File: config.mk
export PLATFORM = sky130hd
export DESIGN_NAME = buffer_frame_table_clock_top
export DESIGN_NICKNAME = d
export VERILOG_FILES = /design/src/bftc_pkg.sv /design/src/bftc_datapath.sv /design/src/bftc_ctrl.sv /design/src/buffer_frame_table_clock_top.sv
export VERILOG_INCLUDE_DIRS = /design/src /design/src/src
export SDC_FILE = /design/constraint.sdc
export NUM_CORES = 1
export LEC_CHECK = 0
export BUFFER_PORTS_ARGS = -buffer_cell sky130_fd_sc_hd__buf_2
export CAP_MARGIN = 20
export CORE_AREA = 2 2 241 243
export DETAILED_ROUTE_END_ITERATION = 8
export DIE_AREA = 0 0 243 245
export GPL_ROUTABILITY_DRIVEN = 0
export GPL_TIMING_DRIVEN = 0
export PLACE_DENSITY = 0.5
export SLEW_MARGIN = 30
export SYNTH_ARGS = -nofsm -noshare
export SYNTH_HDL_FRONTEND = slang
export SYNTH_SLANG_ARGS = --single-unit
export TNS_END_PERCENT = 50
File: constraint.sdc
create_clock -name clk -period 12.5 [get_ports clk]
set_clock_uncertainty 0.1 [all_clocks]
set_input_delay 0.625 -clock clk [delete_from_list [all_inputs] [get_ports clk]]
set_output_delay 0.625 -clock clk [all_outputs]
set_load 0.05 [all_outputs]
File: src/buffer_frame_table_clock_top_macros.svh
// Assertion macros used by the frame table controller
`ifndef BUFFER_FRAME_TABLE_CLOCK_TOP_MACROS_SVH
`define BUFFER_FRAME_TABLE_CLOCK_TOP_MACROS_SVH

// Check that an antecedent implies a consequent in the same cycle
`define BFTC_ASSERT_IMPL(label, clk, rst_n, ante, cons) \
    label: assert property (@(posedge clk) disable iff (!rst_n) (ante) |-> (cons)) \
        else $error("implication failed");

// Check that an antecedent implies a consequent in the next cycle
`define BFTC_ASSERT_NEXT(label, clk, rst_n, ante, cons) \
    label: assert property (@(posedge clk) disable iff (!rst_n) (ante) |=> (cons)) \
        else $error("next-cycle implication failed");

`endif

File: src/bftc_pkg.sv
package bftc_pkg;

    localparam logic [1:0] OP_ACCESS = 2'd0;
    localparam logic [1:0] OP_PIN    = 2'd1;
    localparam logic [1:0] OP_FLUSH  = 2'd2;

    localparam logic [2:0] ST_HIT     = 3'd0;
    localparam logic [2:0] ST_FREE    = 3'd1;
    localparam logic [2:0] ST_EVICT   = 3'd2;
    localparam logic [2:0] ST_NOFRAME = 3'd3;
    localparam logic [2:0] ST_PIN     = 3'd4;
    localparam logic [2:0] ST_FLUSH   = 3'd5;

    // Commands from controller to datapath
    typedef struct packed {
        logic load_in;     // capture input word
        logic scan_clr;    // reset scan index to zero
        logic scan_hand;   // reset scan index to the clock hand
        logic scan_step;   // advance scan index
        logic do_hit;      // apply hit at scan index
        logic do_load;     // load page at scan index
        logic do_evict;    // evict at scan index then load
        logic do_clear_ref;// clear ref flag at scan index, advance hand
        logic do_pin;      // apply pin adjust
        logic do_flush;    // invalidate frame at scan index
        logic out_set;     // load output register
        logic [2:0] out_status;
        logic out_last;
    } bftc_cmd_t;

    // Status from datapath to controller
    typedef struct packed {
        logic [1:0] opcode;
        logic match;       // scan frame valid with matching tag
        logic empty;       // scan frame invalid
        logic victim;      // scan frame unpinned, unreferenced
        logic scan_end;    // step count reached FRAME_COUNT - 1
        logic any_valid_after; // some valid frame above scan index
    } bftc_stat_t;

endpackage

File: src/bftc_datapath.sv
module bftc_datapath
    import bftc_pkg::*;
#(
    parameter int FRAME_COUNT = 8
) (
    input  logic                 clk,
    input  logic                 rst_n,
    input  bftc_cmd_t            cmd,
    output bftc_stat_t           stat,
    input  logic [1:0]           opcode,
    input  logic [15:0]          page_tag,
    input  logic [15:0]          page_block,
    input  logic                 mark_dirty,
    input  logic [5:0]           frame_index,
    input  logic signed [7:0]    pin_delta,
    output logic [5:0]           frame_slot,
    output logic [2:0]           status,
    output logic                 writeback,
    output logic [15:0]          writeback_block,
    output logic                 last
);
    localparam int IW = (FRAME_COUNT > 1) ? $clog2(FRAME_COUNT) : 1;
    localparam logic [IW-1:0] LAST_IDX = IW'(FRAME_COUNT - 1);

    logic [FRAME_COUNT-1:0] valid_reg, dirty_reg, ref_reg;
    logic [7:0]            pin_reg [FRAME_COUNT];
    logic [15:0]           tag_reg [FRAME_COUNT];
    logic [15:0]           blk_reg [FRAME_COUNT];
    logic [IW-1:0]         hand_reg, idx_reg;
    logic [IW:0]           cnt_reg;
    logic [1:0]            op_reg;
    logic [15:0]           tag_in_reg, blk_in_reg;
    logic                  md_in_reg;
    logic [5:0]            fi_reg;
    logic signed [7:0]     dl_reg;

    logic [FRAME_COUNT-1:0] above;
    logic                  fi_ok;
    logic [IW-1:0]         fi_idx;
    logic signed [9:0]     pin_sum;
    logic [7:0]            pin_sat;

    assign fi_ok   = {1'b0, fi_reg} < 7'(FRAME_COUNT);
    assign fi_idx  = fi_reg[IW-1:0];
    assign pin_sum = $signed({2'b00, pin_reg[fi_idx]}) + 10'(dl_reg);
    assign pin_sat = (pin_sum < 0) ? 8'd0 : (pin_sum > 10'sd255) ? 8'd255 : pin_sum[7:0];

    // Mark frames above scan index
    always_comb
    begin
        for (int i = 0; i < FRAME_COUNT; i++)
        begin
            above[i] = IW'(i) > idx_reg;
        end
    end

    // Scan ends after FRAME_COUNT frames, whatever index it started from
    assign stat.opcode          = op_reg;
    assign stat.match           = valid_reg[idx_reg] && (tag_reg[idx_reg] == tag_in_reg);
    assign stat.empty           = !valid_reg[idx_reg];
    assign stat.victim          = (pin_reg[idx_reg] == 8'd0) && !ref_reg[idx_reg];
    assign stat.scan_end        = (cnt_reg == (IW+1)'(FRAME_COUNT - 1));
    assign stat.any_valid_after = |(valid_reg & above);

    // Capture input word and drive scan index
    always_ff @(posedge clk or negedge rst_n)
    begin
        if (!rst_n)
        begin
            op_reg  <= OP_ACCESS;
            idx_reg <= '0;
            cnt_reg <= '0;
        end
        else
        begin
            if (cmd.load_in)
            begin
                op_reg <= opcode;
            end
            if (cmd.scan_clr)
            begin
                idx_reg <= '0;
                cnt_reg <= '0;
            end
            else if (cmd.scan_hand)
            begin
                idx_reg <= hand_reg;
                cnt_reg <= '0;
            end
            else if (cmd.scan_step)
            begin
                idx_reg <= (idx_reg == LAST_IDX) ? '0 : idx_reg + 1'b1;
                cnt_reg <= cnt_reg + 1'b1;
            end
        end
    end

    always_ff @(posedge clk)
    begin
        if (cmd.load_in)
        begin
            tag_in_reg <= page_tag;
            blk_in_reg <= page_block;
            md_in_reg  <= mark_dirty;
            fi_reg     <= frame_index;
            dl_reg     <= pin_delta;
        end
    end

    // Update frame table
    always_ff @(posedge clk or negedge rst_n)
    begin
        if (!rst_n)
        begin
            valid_reg <= '0;
            dirty_reg <= '0;
            ref_reg   <= '0;
            hand_reg  <= '0;
            for (int i = 0; i < FRAME_COUNT; i++)
            begin
                pin_reg[i] <= 8'd0;
            end
        end
        else
        begin
            if (cmd.do_hit)
            begin
                dirty_reg[idx_reg] <= dirty_reg[idx_reg] | md_in_reg;
            end
            if (cmd.do_load)
            begin
                valid_reg[idx_reg] <= 1'b1;
                dirty_reg[idx_reg] <= dirty_reg[idx_reg] | md_in_reg;
            end
            if (cmd.do_evict)
            begin
                valid_reg[idx_reg] <= 1'b1;
                dirty_reg[idx_reg] <= md_in_reg;
                pin_reg[idx_reg]   <= 8'd0;
            end
            if (cmd.do_clear_ref)
            begin
                ref_reg[idx_reg] <= 1'b0;
                hand_reg <= (idx_reg == LAST_IDX) ? '0 : idx_reg + 1'b1;
            end
            if (cmd.do_pin && fi_ok)
            begin
                pin_reg[fi_idx] <= pin_sat;
                if (pin_sat == 8'd0)
                begin
                    ref_reg[fi_idx] <= 1'b1;
                end
            end
            if (cmd.do_flush)
            begin
                valid_reg[idx_reg] <= 1'b0;
                dirty_reg[idx_reg] <= 1'b0;
                pin_reg[idx_reg]   <= 8'd0;
            end
        end
    end

    always_ff @(posedge clk)
    begin
        if (cmd.do_load || cmd.do_evict)
        begin
            tag_reg[idx_reg] <= tag_in_reg;
            blk_reg[idx_reg] <= blk_in_reg;
        end
    end

    // Build output word
    always_ff @(posedge clk)
    begin
        if (cmd.out_set)
        begin
            status <= cmd.out_status;
            last   <= cmd.out_last;
            unique case (cmd.out_status)
                ST_PIN:
                begin
                    frame_slot      <= fi_reg;
                    writeback       <= 1'b0;
                    writeback_block <= 16'd0;
                end
                ST_NOFRAME:
                begin
                    frame_slot      <= 6'd0;
                    writeback       <= 1'b0;
                    writeback_block <= 16'd0;
                end
                ST_FLUSH:
                begin
                    frame_slot      <= 6'(idx_reg);
                    writeback       <= 1'b1;
                    writeback_block <= blk_reg[idx_reg];
                end
                ST_EVICT:
                begin
                    frame_slot      <= 6'(idx_reg);
                    writeback       <= dirty_reg[idx_reg];
                    writeback_block <= dirty_reg[idx_reg] ? blk_reg[idx_reg] : 16'd0;
                end
                default:
                begin
                    frame_slot      <= 6'(idx_reg);
                    writeback       <= 1'b0;
                    writeback_block <= 16'd0;
                end
            endcase
        end
    end
endmodule

File: src/bftc_ctrl.sv
`include "buffer_frame_table_clock_top_macros.svh"
module bftc_ctrl
    import bftc_pkg::*;
(
    input  logic       clk,
    input  logic       rst_n,
    input  logic       in_valid,
    output logic       in_stall,
    output logic       out_valid,
    input  logic       out_stall,
    input  bftc_stat_t stat,
    output bftc_cmd_t  cmd
);
    typedef enum logic [2:0] {
        S_IDLE, S_DECODE, S_LOOKUP, S_FREE, S_CLOCK, S_FLUSH, S_OUT
    } state_t;

    state_t state_reg, state_next;
    logic   ov_reg, ov_next;
    logic   busy;

    assign busy      = state_reg != S_IDLE;
    assign in_stall  = busy;
    assign out_valid = ov_reg;

    always_comb
    begin
        cmd = '0;
        state_next = state_reg;
        ov_next = ov_reg && out_stall;
        unique case (state_reg)
            S_IDLE:
            begin
                if (in_valid)
                begin
                    cmd.load_in  = 1'b1;
                    cmd.scan_clr = 1'b1;
                    state_next   = S_DECODE;
                end
            end
            S_DECODE:
            begin
                unique case (stat.opcode)
                    OP_ACCESS: state_next = S_LOOKUP;
                    OP_PIN:    state_next = S_OUT;
                    OP_FLUSH:  state_next = S_FLUSH;
                    default:   state_next = S_IDLE;
                endcase
            end
            // Search for a tag match
            S_LOOKUP:
            begin
                if (stat.match)
                begin
                    if (!ov_reg)
                    begin
                        cmd.do_hit = 1'b1;
                        cmd.out_set = 1'b1;
                        cmd.out_status = ST_HIT;
                        cmd.out_last = 1'b1;
                        ov_next = 1'b1;
                        state_next = S_IDLE;
                    end
                end
                else if (stat.scan_end)
                begin
                    cmd.scan_clr = 1'b1;
                    state_next = S_FREE;
                end
                else
                begin
                    cmd.scan_step = 1'b1;
                end
            end
            // Search for the lowest empty frame
            S_FREE:
            begin
                if (stat.empty)
                begin
                    if (!ov_reg)
                    begin
                        cmd.do_load = 1'b1;
                        cmd.out_set = 1'b1;
                        cmd.out_status = ST_FREE;
                        cmd.out_last = 1'b1;
                        ov_next = 1'b1;
                        state_next = S_IDLE;
                    end
                end
                else if (stat.scan_end)
                begin
                    cmd.scan_hand = 1'b1;
                    state_next = S_CLOCK;
                end
                else
                begin
                    cmd.scan_step = 1'b1;
                end
            end
            // Sweep the clock hand once
            S_CLOCK:
            begin
                if (!ov_reg)
                begin
                    if (stat.victim)
                    begin
                        cmd.do_evict = 1'b1;
                        cmd.out_set = 1'b1;
                        cmd.out_status = ST_EVICT;
                        cmd.out_last = 1'b1;
                        ov_next = 1'b1;
                        state_next = S_IDLE;
                    end
                    else
                    begin
                        cmd.do_clear_ref = 1'b1;
                        cmd.scan_step = 1'b1;
                        if (stat.scan_end)
                        begin
                            cmd.out_set = 1'b1;
                            cmd.out_status = ST_NOFRAME;
                            cmd.out_last = 1'b1;
                            ov_next = 1'b1;
                            state_next = S_IDLE;
                        end
                    end
                end
            end
            // Emit one word per valid frame
            S_FLUSH:
            begin
                if (!stat.empty)
                begin
                    if (!ov_reg)
                    begin
                        cmd.out_set = 1'b1;
                        cmd.out_status = ST_FLUSH;
                        cmd.out_last = !stat.any_valid_after;
                        cmd.do_flush = 1'b1;
                        ov_next = 1'b1;
                        if (stat.any_valid_after)
                        begin
                            cmd.scan_step = 1'b1;
                        end
                        else
                        begin
                            state_next = S_IDLE;
                        end
                    end
                end
                else if (stat.any_valid_after)
                begin
                    cmd.scan_step = 1'b1;
                end
                else
                begin
                    state_next = S_IDLE;
                end
            end
            S_OUT:
            begin
                if (!ov_reg)
                begin
                    cmd.do_pin = 1'b1;
                    cmd.out_set = 1'b1;
                    cmd.out_status = ST_PIN;
                    cmd.out_last = 1'b1;
                    ov_next = 1'b1;
                    state_next = S_IDLE;
                end
            end
            default:
            begin
                state_next = S_IDLE;
            end
        endcase
    end

    // Hold state and output valid
    always_ff @(posedge clk or negedge rst_n)
    begin
        if (!rst_n)
        begin
            state_reg <= S_IDLE;
            ov_reg    <= 1'b0;
        end
        else
        begin
            state_reg <= state_next;
            ov_reg    <= ov_next;
        end
    end

    `BFTC_ASSERT_IMPL(a_no_overwrite, clk, rst_n, cmd.out_set, !ov_reg)
    `BFTC_ASSERT_NEXT(a_set_valid, clk, rst_n, cmd.out_set, ov_reg)
    `BFTC_ASSERT_IMPL(a_load_idle, clk, rst_n, cmd.load_in, state_reg == S_IDLE)
endmodule

File: src/buffer_frame_table_clock_top.sv
// Frame table with clock replacement for a page buffer pool, one word at a time.
// A pin adjust goes from decode to its result; an access runs a lookup, on a miss a
// free-frame scan, then a clock sweep, one frame a cycle; the sweep waits on a held result.
// Flush scans one frame a cycle, but a valid frame waits until the last word is taken;
// the next word is accepted the cycle after the last result is loaded, held or not.
// Reset (rst_n low, asynchronous) empties all frames, clears pin, dirty, ref, hand.
module buffer_frame_table_clock_top
    import bftc_pkg::*;
#(
    parameter int FRAME_COUNT = 8
) (
    input  logic              clk,
    input  logic              rst_n,
    input  logic              in_valid,
    output logic              in_stall,
    input  logic [1:0]        opcode,
    input  logic [15:0]       page_tag,
    input  logic [15:0]       page_block,
    input  logic              mark_dirty,
    input  logic [5:0]        frame_index,
    input  logic signed [7:0] pin_delta,
    output logic              out_valid,
    input  logic              out_stall,
    output logic [5:0]        frame_slot,
    output logic [2:0]        status,
    output logic              writeback,
    output logic [15:0]       writeback_block,
    output logic              last
);
    bftc_cmd_t  cmd;
    bftc_stat_t stat;

    bftc_ctrl u_ctrl (
        .clk(clk), .rst_n(rst_n), .in_valid(in_valid), .in_stall(in_stall),
        .out_valid(out_valid), .out_stall(out_stall), .stat(stat), .cmd(cmd)
    );

    bftc_datapath #(.FRAME_COUNT(FRAME_COUNT)) u_dp (
        .clk(clk), .rst_n(rst_n), .cmd(cmd), .stat(stat),
        .opcode(opcode), .page_tag(page_tag), .page_block(page_block),
        .mark_dirty(mark_dirty), .frame_index(frame_index), .pin_delta(pin_delta),
        .frame_slot(frame_slot), .status(status), .writeback(writeback),
        .writeback_block(writeback_block), .last(last)
    );
endmodule

# After elaboration in Yosys (flattened, before gate mapping)
# Memories as Yosys holds them, arrays and structs flattened.
# Index checks and enable logic that the tools add are counted.
[classes]
add_sub_neg = 3
order_cmp = 19
n_eq_ne = 21
n_mux = 110
bitwise = 14
n_reduce_logical = 19
[ops]
columns = ["cell", "n"]
rows = [
  ["$mux 64", 3],
  ["$mux 8", 18],
  ["$and 64x64->64", 2],
  ["$bwmux 64", 1],
  ["$not 64->64", 1],
  ["$bmux 8 s3", 2],
  ["$demux 8 s3", 2],
  ["$mux 3", 16],
  ["$mux 5", 8],
  ["$mux 1", 33],
  ["$and 8x8->8", 4],
  ["$pmux 16 s2", 1],
  ["$pmux 5 s5", 1],
  ["$bwmux 8", 3],
  ["$or 8x8->8", 3],
  ["$pmux 3 s7", 1],
  ["$eq 3x3->1 const B", 6],
  ["$eq 16x16->1", 1],
  ["$logic_not 8->1", 2],
  ["$mux 16", 1],
  ["$eq 3x2->1 const B", 4],
  ["$gt 3x3->1 const A", 4],
  ["$mux 4", 3],
  ["$mux 6", 2],
  ["other kinds (37)", 64],
]
[word_totals]
ff_bits = 178
ramBits = 256
output_inout_bits = 29
elab_cells = 215
n_memories = 2
[memory_table]
columns = ["memory", "depth", "width", "read_ports", "rd_ports_with_merged_regs", "write_ports", "line_no", "text"]
rows = [
  ["u_dp.blk_reg", 8, 16, 1, 0, 1, "bftc_datapath.sv:28", "logic [15:0] blk_reg [FRAME_COUNT];"],
  ["u_dp.tag_reg", 8, 16, 1, 0, 1, "bftc_datapath.sv:27", "logic [15:0] tag_reg [FRAME_COUNT];"],
]

# Longest topological paths before layout
# Gate-level depths: netlist of run 1.
[logic_depth]
depth_word = 14
mapped_depth = 17
depth_no_buf = 16

# Modules after synthesis
# From an unflattened synthesis of run 1, not the netlist that was laid out.
[unflattened]
cells_unflattened = 1298
hier_area_um2 = 18448.9
[modules_own_cells]
columns = ["mod", "n_inst", "cells_each", "area_each_um2", "seq_area_each_um2"]
rows = [
  ["bftc_datapath", 1, 1221, 17873.4, 12411.9],
  ["bftc_ctrl", 1, 77, 575.6, 100.1],
]

# Worst setup path before layout of run 1
# OpenSTA, ideal clock, no wires.
[synth_timing]
kind = "register to register"
startpoint = "register u_dp.idx_reg[0]"
endpoint = "memory u_dp.blk_reg[3][0], enable pin"
setup_time_ns = 0.463
arrival_ns = 4.354
setup_slack_ns = 7.583
path_stages_with_launch = 12
path_buffers = 5
period_less_slack_ns = 4.917
path_cell_list = "dfrtp_1 buf_6 buf_12 buf_4 buf_2 buf_2 o21ai_0 a211oi_1 nand4_1 nor2_1 nor2_1 nor3_1"
[synth_between]
elab_chain_cells = 12
[synth_rtl]
columns = ["element", "line_no", "text"]
rows = [
  ["start, declared", "bftc_datapath.sv:29", "logic [IW-1:0] hand_reg, idx_reg;"],
  ["start signal, assigned", "bftc_datapath.sv:87", "idx_reg <= hand_reg;"],
  ["start signal, assigned", "bftc_datapath.sv:92", "idx_reg <= (idx_reg == LAST_IDX) ? '0 : idx_reg + 1'b1;"],
  ["$not 3->4 (not written as such)", "bftc_datapath.sv:61", "assign stat.victim = (pin_reg[idx_reg] == 8'd0) && !ref_reg[idx_reg];"],
  ["$bmux 8 s3", "bftc_datapath.sv:61", ""],
  ["$mux 8 (not written as such) (2 in a row)", "bftc_datapath.sv:61", ""],
  ["$logic_not 8->1", "bftc_datapath.sv:61", ""],
  ["$logic_and 1x1->1", "bftc_datapath.sv:61", ""],
  ["$mux 1", "bftc_ctrl.sv:105", "if (stat.victim)"],
  ["$mux 2", "bftc_ctrl.sv:103", "if (!ov_reg)"],
  ["$mux 2", "bftc_ctrl.sv:31", "unique case (state_reg)"],
  ["$logic_or 1x1->1", "bftc_datapath.sv:165", "if (cmd.do_load || cmd.do_evict)"],
  ["$mux 1", "bftc_datapath.sv:165", ""],
  ["$mux 1 (not written as such)", "bftc_datapath.sv:168", "blk_reg[idx_reg] <= blk_in_reg;"],
  ["end, declared", "bftc_datapath.sv:28", ""],
]
# Several ways; a longest one is shown, not always the timed one. The select of a mux whose other input is x is not followed.

# Worst setup path in the final report of run 1
[layout_timing]
startpoint = "register u_dp.fi_reg[1]"
endpoint = "register u_dp.ref_reg[6]"
[layout_between]
elab_chain_cells = 11
[layout_rtl]
columns = ["element", "line_no", "text"]
rows = [
  ["start, declared", "bftc_datapath.sv:34", "logic [5:0] fi_reg;"],
  ["start signal, assigned", "bftc_datapath.sv:105", "fi_reg <= frame_index;"],
  ["$not 3->4 (not written as such)", "bftc_datapath.sv:45", "assign pin_sum = $signed({2'b00, pin_reg[fi_idx]}) + 10'(dl_reg);"],
  ["$bmux 8 s3", "bftc_datapath.sv:45", ""],
  ["$mux 8 (not written as such) (2 in a row)", "bftc_datapath.sv:45", ""],
  ["$add 9x8->10", "bftc_datapath.sv:45", ""],
  ["$gt 10x9->1", "bftc_datapath.sv:46", "assign pin_sat = (pin_sum < 0) ? 8'd0 : (pin_sum > 10'sd255) ? 8'd255 : pin_sum[7:0];"],
  ["$mux 8 (2 in a row)", "bftc_datapath.sv:46", ""],
  ["$logic_not 8->1", "bftc_datapath.sv:149", "if (pin_sat == 8'd0)"],
  ["$mux 8", "bftc_datapath.sv:149", ""],
  ["$mux 8 (*)", "bftc_datapath.sv:146", "if (cmd.do_pin && fi_ok)"],
  ["end signal, assigned", "bftc_datapath.sv:117", "ref_reg <= '0;"],
  ["end signal, assigned by index", "bftc_datapath.sv:143", "ref_reg[idx_reg] <= 1'b0;"],
  ["end signal, assigned by index", "bftc_datapath.sv:151", "ref_reg[fi_idx] <= 1'b1;"],
  ["end, declared", "bftc_datapath.sv:25", "logic [FRAME_COUNT-1:0] valid_reg, dirty_reg, ref_reg;"],
]
# Mark *: on every way between the ends. The rest lies on a longest branch, timed or not. The select of a mux whose other input is x is not followed.
# A chain may end at the register's enable or synchronous reset.

==> flow_summary.toml, run 1 <==
[synthesis]
synth_nets = 1245
syn_area_per_cell_um2 = 15.3
synth-warning-count = 0
synth_mux_area_share_pct = 6.50
syn_inst = 1173
synth_ff_type = "edfxtp_1"
async_flop_share_pct = 24.0
yosysSeqAreaShare_pct = 69.6
synth-edff-count = 330
syn_area_mm2 = 0.0180
synth_compound_area_share_pct = 13.5
synth_cell_types = 77
ys_ff_latch = 434
synth_top_family_by_area = "compound AO/OA/AOI/OAI gates"
synth_adder_area_share_pct = 1.36
yosys.area_share.simple_pct = 5.99
synth_xor_area_share_pct = 1.07

[clocking]
hold_buffers = 1
postCtsSetupBuffers = 0
cts_tree = "built"
root_buffer = "clkbuf_16"
clock_latency_ns = 0.59
clock_path_buffers = 3
cts_buffers = 47
clock-sinks = 434
htreeDepth = 2
cts_resized = 0
clkTransAtPathRegs_ns = 0.06

[hold_path]
min_to = "u_dp.blk_in_reg[6]"
hp-start = "page_block[6]"
min_path_cells = 1
hp-class = "primary input to flip-flop"

[critical_path]
start_kind = "flip-flop"
r2r_slack_ns = 6.56
endpoint_kind = "flip-flop"
crit_arrival_ns = 6.25
worstPathMaxFanout = 10
path_class = "flip-flop to flip-flop"
r2r_start = "u_dp.fi_reg[1]"
rr_worst_depth = 17
timing.rr.end = "u_dp.ref_reg[6]"
required_ns = 12.80

[place]
dp_hpwl_mm = 33.0
io_buffers = 81

[floorplanning]
io-pin-count = 82
core_area_mm2 = 0.0570
die_area_mm2 = 0.0595
die_y_um = 245
start_util_pct = 31.5
dieWidth_um = 243
fp-row-count = 88

[timing]
tightest_slew_ns = 0.984
finalWorstPathRequiredPeriod_ns = 5.94
finalCritPeriodShare_pct = 47.6
setup_tns_ns = 0
setup_viol = 0
relSlewSlack_pct = 33.5
fmax_ghz = 0.168
rsz0062_at_grt = "no"
slew_violations = 0
finalHoldViolCount = 0

[routing]
wirelength_mm = 49.4
drtAntennaViolNets = 0
dr.pass1.iters = 5
drcViolationCount = 0
via_count = 11200
vias_per_cell = 5.25
dr.first_iter.drc_count = 1071
wl_per_cell_um = 23.1

[grt]
grt_pass1_vias = 11500
grt_pass1_wl_mm = 74.5
grt_max_degree = 55
antenna_found_initial = 0
grt_overflow = 0
track_usage_pct = 16.6

[run]
cap_violations = 0

[cells_and_area]
n_antenna_cell = 0
synthToLayoutAreaGrowth_pct = 19.6
fill_cells = 5472
layout.nets = 1403
drive_above_1_share_pct = 18.6

[power_and_ir_drop]
total_power_mw = 4.58
p_per_area_mw_per_mm2 = 213
ir_worst_vdd_v = 0.0000848
p_leak_nw = 7.73

[outcome]
outcome = "finished, final reports clean"
-- Yosys cell counts, types with 3 or more instances --
| library cell | n | area [µm²] |
|---|---|---|
| o22a_1 | 5 | 43.8 |
| mux2_2 | 21 | 236 |
| dfrtp_1 | 104 | 2600 |
| nor2_1 | 55 | 206 |
| buf_1 | 3 | 11.3 |
| mux2_4 | 3 | 45.0 |
| a32o_1 | 3 | 30.0 |
| o21ai_0 | 35 | 175 |
| mux4_1 | 4 | 105 |
| nor3_1 | 16 | 80.1 |
| a221oi_1 | 28 | 245 |
| a22o_1 | 88 | 771 |
| nand4_1 | 6 | 37.5 |
| nand2b_1 | 10 | 62.6 |
| mux2i_1 | 49 | 490 |
| ha_1 | 18 | 225 |
| a22oi_1 | 52 | 390 |
| a21oi_1 | 23 | 115 |
| xnor2_1 | 11 | 96.3 |
| nand2_1 | 50 | 188 |
| a221o_1 | 4 | 40.0 |
| xor2_1 | 11 | 96.3 |
| buf_6 | 5 | 56.3 |
| and2_1 | 9 | 56.3 |
| nor2b_1 | 16 | 100 |
| or3_1 | 9 | 56.3 |
| o22ai_1 | 6 | 37.5 |
| o211ai_1 | 6 | 45.0 |
| edfxtp_1 | 330 | 9910 |
| buf_2 | 10 | 50.1 |
| a211oi_1 | 5 | 37.5 |
| mux4_2 | 12 | 270 |
| clkbuf_1 | 35 | 131 |
| nand3_1 | 18 | 90.1 |
| nor4_1 | 11 | 68.8 |
| a2bb2oi_1 | 4 | 35.0 |
| a21boi_0 | 4 | 30.0 |
| inv_1 | 19 | 71.3 |
| a31oi_1 | 19 | 119 |
| nand3b_1 | 5 | 37.5 |
-- metrics by stage --
step                instances  hold WS (ns)  instance area, µm²  setup WS, ns  utilization (%)
global placement         2019         0.376               19300          4.35             33.9
finish                   2134         0.110               21500          6.56             37.7
detailed placement       2046         0.380               19900          6.65             35.0
CTS                      2134        0.0749               21500          6.61             37.7
floorplan                1173         0.229               18000          7.58                -
global route             2134        0.0824               21500          6.10             37.7
-- worst max-delay path, stage by stage (launching register included) --
cell,delay (ns)
edfxtp_1,0.53
clkbuf_1,0.60
clkbuf_1,0.58
mux2_2,0.43
a221oi_1,0.35
o22ai_1,0.16
ha_1,0.25
inv_1,0.08
fa_1,0.22
nor2b_1,0.05
o21ai_0,0.19
a21boi_0,0.16
o41ai_1,0.55
mux2i_1,0.15
o21ai_0,0.18
mux2i_1,0.12
a41oi_1,0.86
o21ai_0,0.21
-- final cells by class --
cell class	instances	area [µm²]	share of cell area, %
sequential	434	12500	58.2
multi-input combinational	663	5200	24.2
clock buffer	62	1250	5.83
tap	765	957	4.45
timing repair buffer	109	932	4.34
clock inverter	25	284	1.32
buffer	56	284	1.32
inverter	20	77.6	0.361
-- routing by layer --
| layer | global-route usage, % | vias up | wire (µm) |
|---|---|---|---|
| met3 | 2.68 | 89 | 2090 |
| met4 | 5.16 | 0 | 1230 |
| met5 | 0 | - | 0 |
| met2 | 26.9 | 324 | 23400 |
| met1 | 22.9 | 5763 | 22700 |
| li1 | - | 5024 | - |
-- worst max-delay path by stage --
stage          depth (start not counted)            endpoint       startpoint
3_5_place_dp                          17     u_dp.ref_reg[6]   u_dp.fi_reg[1]
6_report                              17     u_dp.ref_reg[6]   u_dp.fi_reg[1]
4_1_cts                               17     u_dp.ref_reg[6]   u_dp.fi_reg[1]
5_1_grt                               17     u_dp.ref_reg[6]   u_dp.fi_reg[1]
2_1_floorplan                         11  u_dp.blk_reg[3][0]  u_dp.idx_reg[0]
3_3_place_gp                          11  u_dp.blk_reg[3][6]  u_dp.idx_reg[0]
-- power breakdown --
group	internal, mW	total (mW)	switching (mW)
clock network	0.831	1.40	0.574
registers	1.72	1.81	0.0843
logic	0.479	1.37	0.891
-- kinds of logic (layout without fill, tap and decap cells) --
| group | Yosys count | after routing |
|---|---|---|
| AO/OA/AOI/OAI | 315 | 315 |
| XOR/XNOR | 22 | 22 |
| adder cells (fa/ha/maj) | 19 | 19 |
| buffers and inverters | 76 | 272 |
| flip-flops | 434 | 434 |
| multiplexers | 91 | 91 |
| AND/OR/NAND/NOR | 216 | 216 |
-- cell usage in the layout (no fill, tap or decap), types with 7 or more instances in the layout --
| cell | n |
|---|---|
| ha_1 | 18 |
| nor2_4 | 7 |
| a22oi_1 | 52 |
| buf_4 | 11 |
| clkbuf_1 | 49 |
| clkinv_2 | 8 |
| inv_1 | 18 |
| mux4_2 | 12 |
| xor2_1 | 11 |
| nor2b_1 | 16 |
| nand2b_1 | 10 |
| nor4_1 | 11 |
| mux2i_1 | 49 |
| nor2_1 | 45 |
| nor3_1 | 13 |
| clkinv_1 | 9 |
| a31oi_1 | 19 |
| or3_1 | 8 |
| clkbuf_16 | 48 |
| edfxtp_1 | 330 |
| nand3_1 | 18 |
| a221oi_1 | 28 |
| nand2_1 | 50 |
| dfrtp_1 | 104 |
| xnor2_1 | 10 |
| buf_2 | 90 |
| a21oi_1 | 22 |
| and2_1 | 9 |
| a22o_1 | 88 |
| mux2_2 | 21 |
| o21ai_0 | 35 |
| buf_16 | 13 |
(Power assumes the default switching activity.)
==> run 2, diff against run 1 <==
- ABC_AREA: unset -> 1
- CORE_AREA: 2 2 241 243 -> 2 2 247 249
- DIE_AREA: 0 0 243 245 -> 0 0 249 251
- clock period: 12.5 -> 5.91 ns (I/O delays scaled with it)
==> run 2 against run 1 <==
Maximum frequency is 22% higher; clock-buffer cell count is 2 higher; synthesized cell count is 54% higher; combinational power is 110% higher; area after synthesis is 5.8% higher; final cell count is 33% higher; critical endpoint is now u_dp.ref_reg[5].
==> flow_summary.toml, run 2 <==
[outcome]
outcome = "finished, final reports clean"

[floorplanning]
core_area_mm2 = 0.0598
start_util_pct = 31.8
io-pin-count = 82
die_area_mm2 = 0.0625
die_y_um = 251
fp-row-count = 90
dieWidth_um = 249

[clocking]
cts_resized = 0
root_buffer = "clkbuf_16"
cts_buffers = 49
clock_path_buffers = 3
htreeDepth = 2
clock_latency_ns = 0.62
cts_tree = "built"
clock-sinks = 434
clkTransAtPathRegs_ns = 0.06

[synthesis]
syn_inst = 1807
synth_ff_type = "edfxtp_1"
synth_nets = 1879
synth_cell_types = 52
synthTopCellsByArea = "edfxtp_1 52%, dfrtp_1 14%, nand2_1 9.2%, inv_1 3.7%, nor2_1 3.4%"
synth_most_common_cell = "nand2_1"
yosysSeqAreaShare_pct = 65.8
ys_ff_latch = 434
yosysTopAreaCellShare_pct = 52.1
synth-edff-count = 330
synth-warning-count = 0
syn_area_mm2 = 0.0190
async_flop_share_pct = 24.0
syn_area_per_cell_um2 = 10.5
synth_common_cells = "467 x nand2_1, 330 x edfxtp_1, 186 x inv_1"
yosysTopAreaCell = "edfxtp_1"

[power_and_ir_drop]
pwr-share-clk_pct = 30.5
power_frac_seq_pct = 40.1
ir_worst_vdd_v = 0.000203
p_int_mw = 6.35
p_per_area_mw_per_mm2 = 429
p_comb_share_pct = 29.3
switching_share_pct = 36.2
p_leak_nw = 9.39
netSwitchingPower_mw = 3.60
total_power_mw = 9.95

[timing]
fin_ws_ns = 1.03
slew_violations = 0
rsz0062_at_grt = "no"
fmax_ghz = 0.205
relSlewSlack_pct = 35.4
setup_tns_ns = 0
finalCritPeriodShare_pct = 82.5
finalWorstPathRequiredPeriod_ns = 4.88
tightest_slew_ns = 0.970
setup_viol = 0
finalHoldViolCount = 0

[cells_and_area]
drive_above_1_share_pct = 11.5
fill_cells = 5777
n_antenna_cell = 0
fin_cells = 2835
multi_input_area_mm2 = 0.00559
synthToLayoutAreaGrowth_pct = 21.8
layout_commonest_cell = "nand2_1"
layout.nets = 2085
final_cell_mix = "467 x nand2_1, 330 x edfxtp_1, 186 x inv_1, 164 x nor2_1, 104 x dfrtp_1"
post-route-util_pct = 38.8
regArea_mm2 = 0.0125

[grt]
met2_usage_pct = 29.1
antenna_found_initial = 0
top_usage_layer = "met2"
grt_overflow = 0
gr-usage-met1_pct = 24.7
track_usage_pct = 18.0
met3_usage_pct = 3.25
grt_pass1_wl_mm = 85.8
grt_pass1_vias = 13700
grt_max_degree = 61

[critical_path]
rr_worst_depth = 18
required_ns = 6.33
start_kind = "flip-flop"
endpoint_kind = "flip-flop"
crit_arrival_ns = 5.30
worstPathMaxFanout = 9
path_class = "flip-flop to flip-flop"

[routing]
dr.first_iter.drc_count = 1082
drtAntennaViolNets = 0
dr.pass1.iters = 5
wl_per_cell_um = 19.9
drcViolationCount = 0
vias_per_cell = 4.96
wirelength_mm = 56.3
via_count = 14100

[place]
placed_cells = 2693
io_buffers = 81
post-place-ws_ns = 1.11
dp_hpwl_mm = 38.4

[hold_path]
min_path_cells = 3
hp-class = "primary input to flip-flop"

[run]
cap_violations = 0
==> run 2: cell types whose count changed after synthesis, sizes merged, moves of 16 or more <==
cell / change
nand2: +420
o21ai: +79
a31oi: -18
a21oi: +62
nor2b: -16
a22o: -81
inv: +170
nor2: +121
mux2i: -49
mux4: -16
a22oi: -27
nand4: +27
mux2: -25
nand3: +46
==> run 2: cell type report <==
class                      count  share of cell area, %
buffer                        53                   1.24
clock buffer                  64                   5.79
clock inverter                27                   1.17
inverter                     190                   3.08
multi-input combinational   1130                   24.1
sequential                   434                   54.0
tap                          782                   4.22
timing repair buffer         155                   6.39
==> run 2: worst max-delay path: stages (launching register included) <==
cell,delay [ns]
edfxtp_1,0.47
inv_1,0.18
nor3_1,0.53
inv_1,0.20
o22ai_1,0.23
a21oi_1,0.07
nand3_1,0.15
ha_1,0.18
inv_1,0.07
fa_1,0.44
o21ai_2,0.22
nand4_1,0.09
o311ai_0,0.12
xor2_1,0.35
o21ai_2,0.73
nand2_1,0.13
nor2_1,0.18
nand2_2,0.13
o21ai_0,0.18
==> run 2: kinds of logic (layout without fill, tap and decap cells) <==
kind of cell	Yosys count	after routing	share of synthesized area, %
xor+xnor	10	10	0.500
mux	1	1	0.0592
buf+inv	243	489	5.25
compound gates	315	315	10.2
simple gates	785	785	16.9
fa+ha+maj	19	19	1.29
flops	434	434	65.8
==> run 2: worst paths after layout <==
check | from | endpoint | slack (ns)
setup / recovery | u_dp.fi_reg[0] | u_dp.ref_reg[5] | 1.03
max in group asynchronous | rst_n | u_dp.valid_reg[5] | 4.95
setup reg to reg | u_dp.fi_reg[0] | u_dp.ref_reg[5] | 1.03
hold / removal | in_valid | u_dp.dl_reg[2] | 0.07
min in group asynchronous | rst_n | u_dp.pin_reg[26] | 0.10
hold reg to reg | u_dp.hand_reg[1] | u_dp.hand_reg[1] | 0.40
==> run 2: metrics by stage <==
| step | hold WS, ns | instance area [µm²] |
|---|---|---|
| after floorplan | -0.100 | 19000 |
| after global placement | 0.356 | 20400 |
| after detailed placement | 0.123 | 21000 |
| after CTS | 0.0597 | 23200 |
| after global routing | 0.0909 | 23200 |
| final | 0.0728 | 23200 |
==> run 2: routing by layer <==
layer  wire (µm)  part of all wire [%]
met5           0                     0
met4        1590                   2.8
met3        3390                   6.0
met2       25700                    46
met1       25600                    45
==> run 2: power by group through the flow <==
stage | logic [mW] | registers [mW] | clock network, mW
2_1_floorplan | 1.63 | 4.23 | 0
3_3_place_gp | 2.74 | 4.07 | 0
3_5_place_dp | 2.89 | 4.05 | 0
4_1_cts | 2.93 | 4.00 | 3.12
5_1_grt | 3.24 | 4.04 | 3.23
6_report | 2.92 | 3.99 | 3.04
==> run 2: timing repair <==
| item | in CTS | in global routing |
|---|---|---|
| buffers inserted | 0 | 0 |
| hold endpoints to repair | 154 | 0 |
| hold buffers | 51 | 0 |
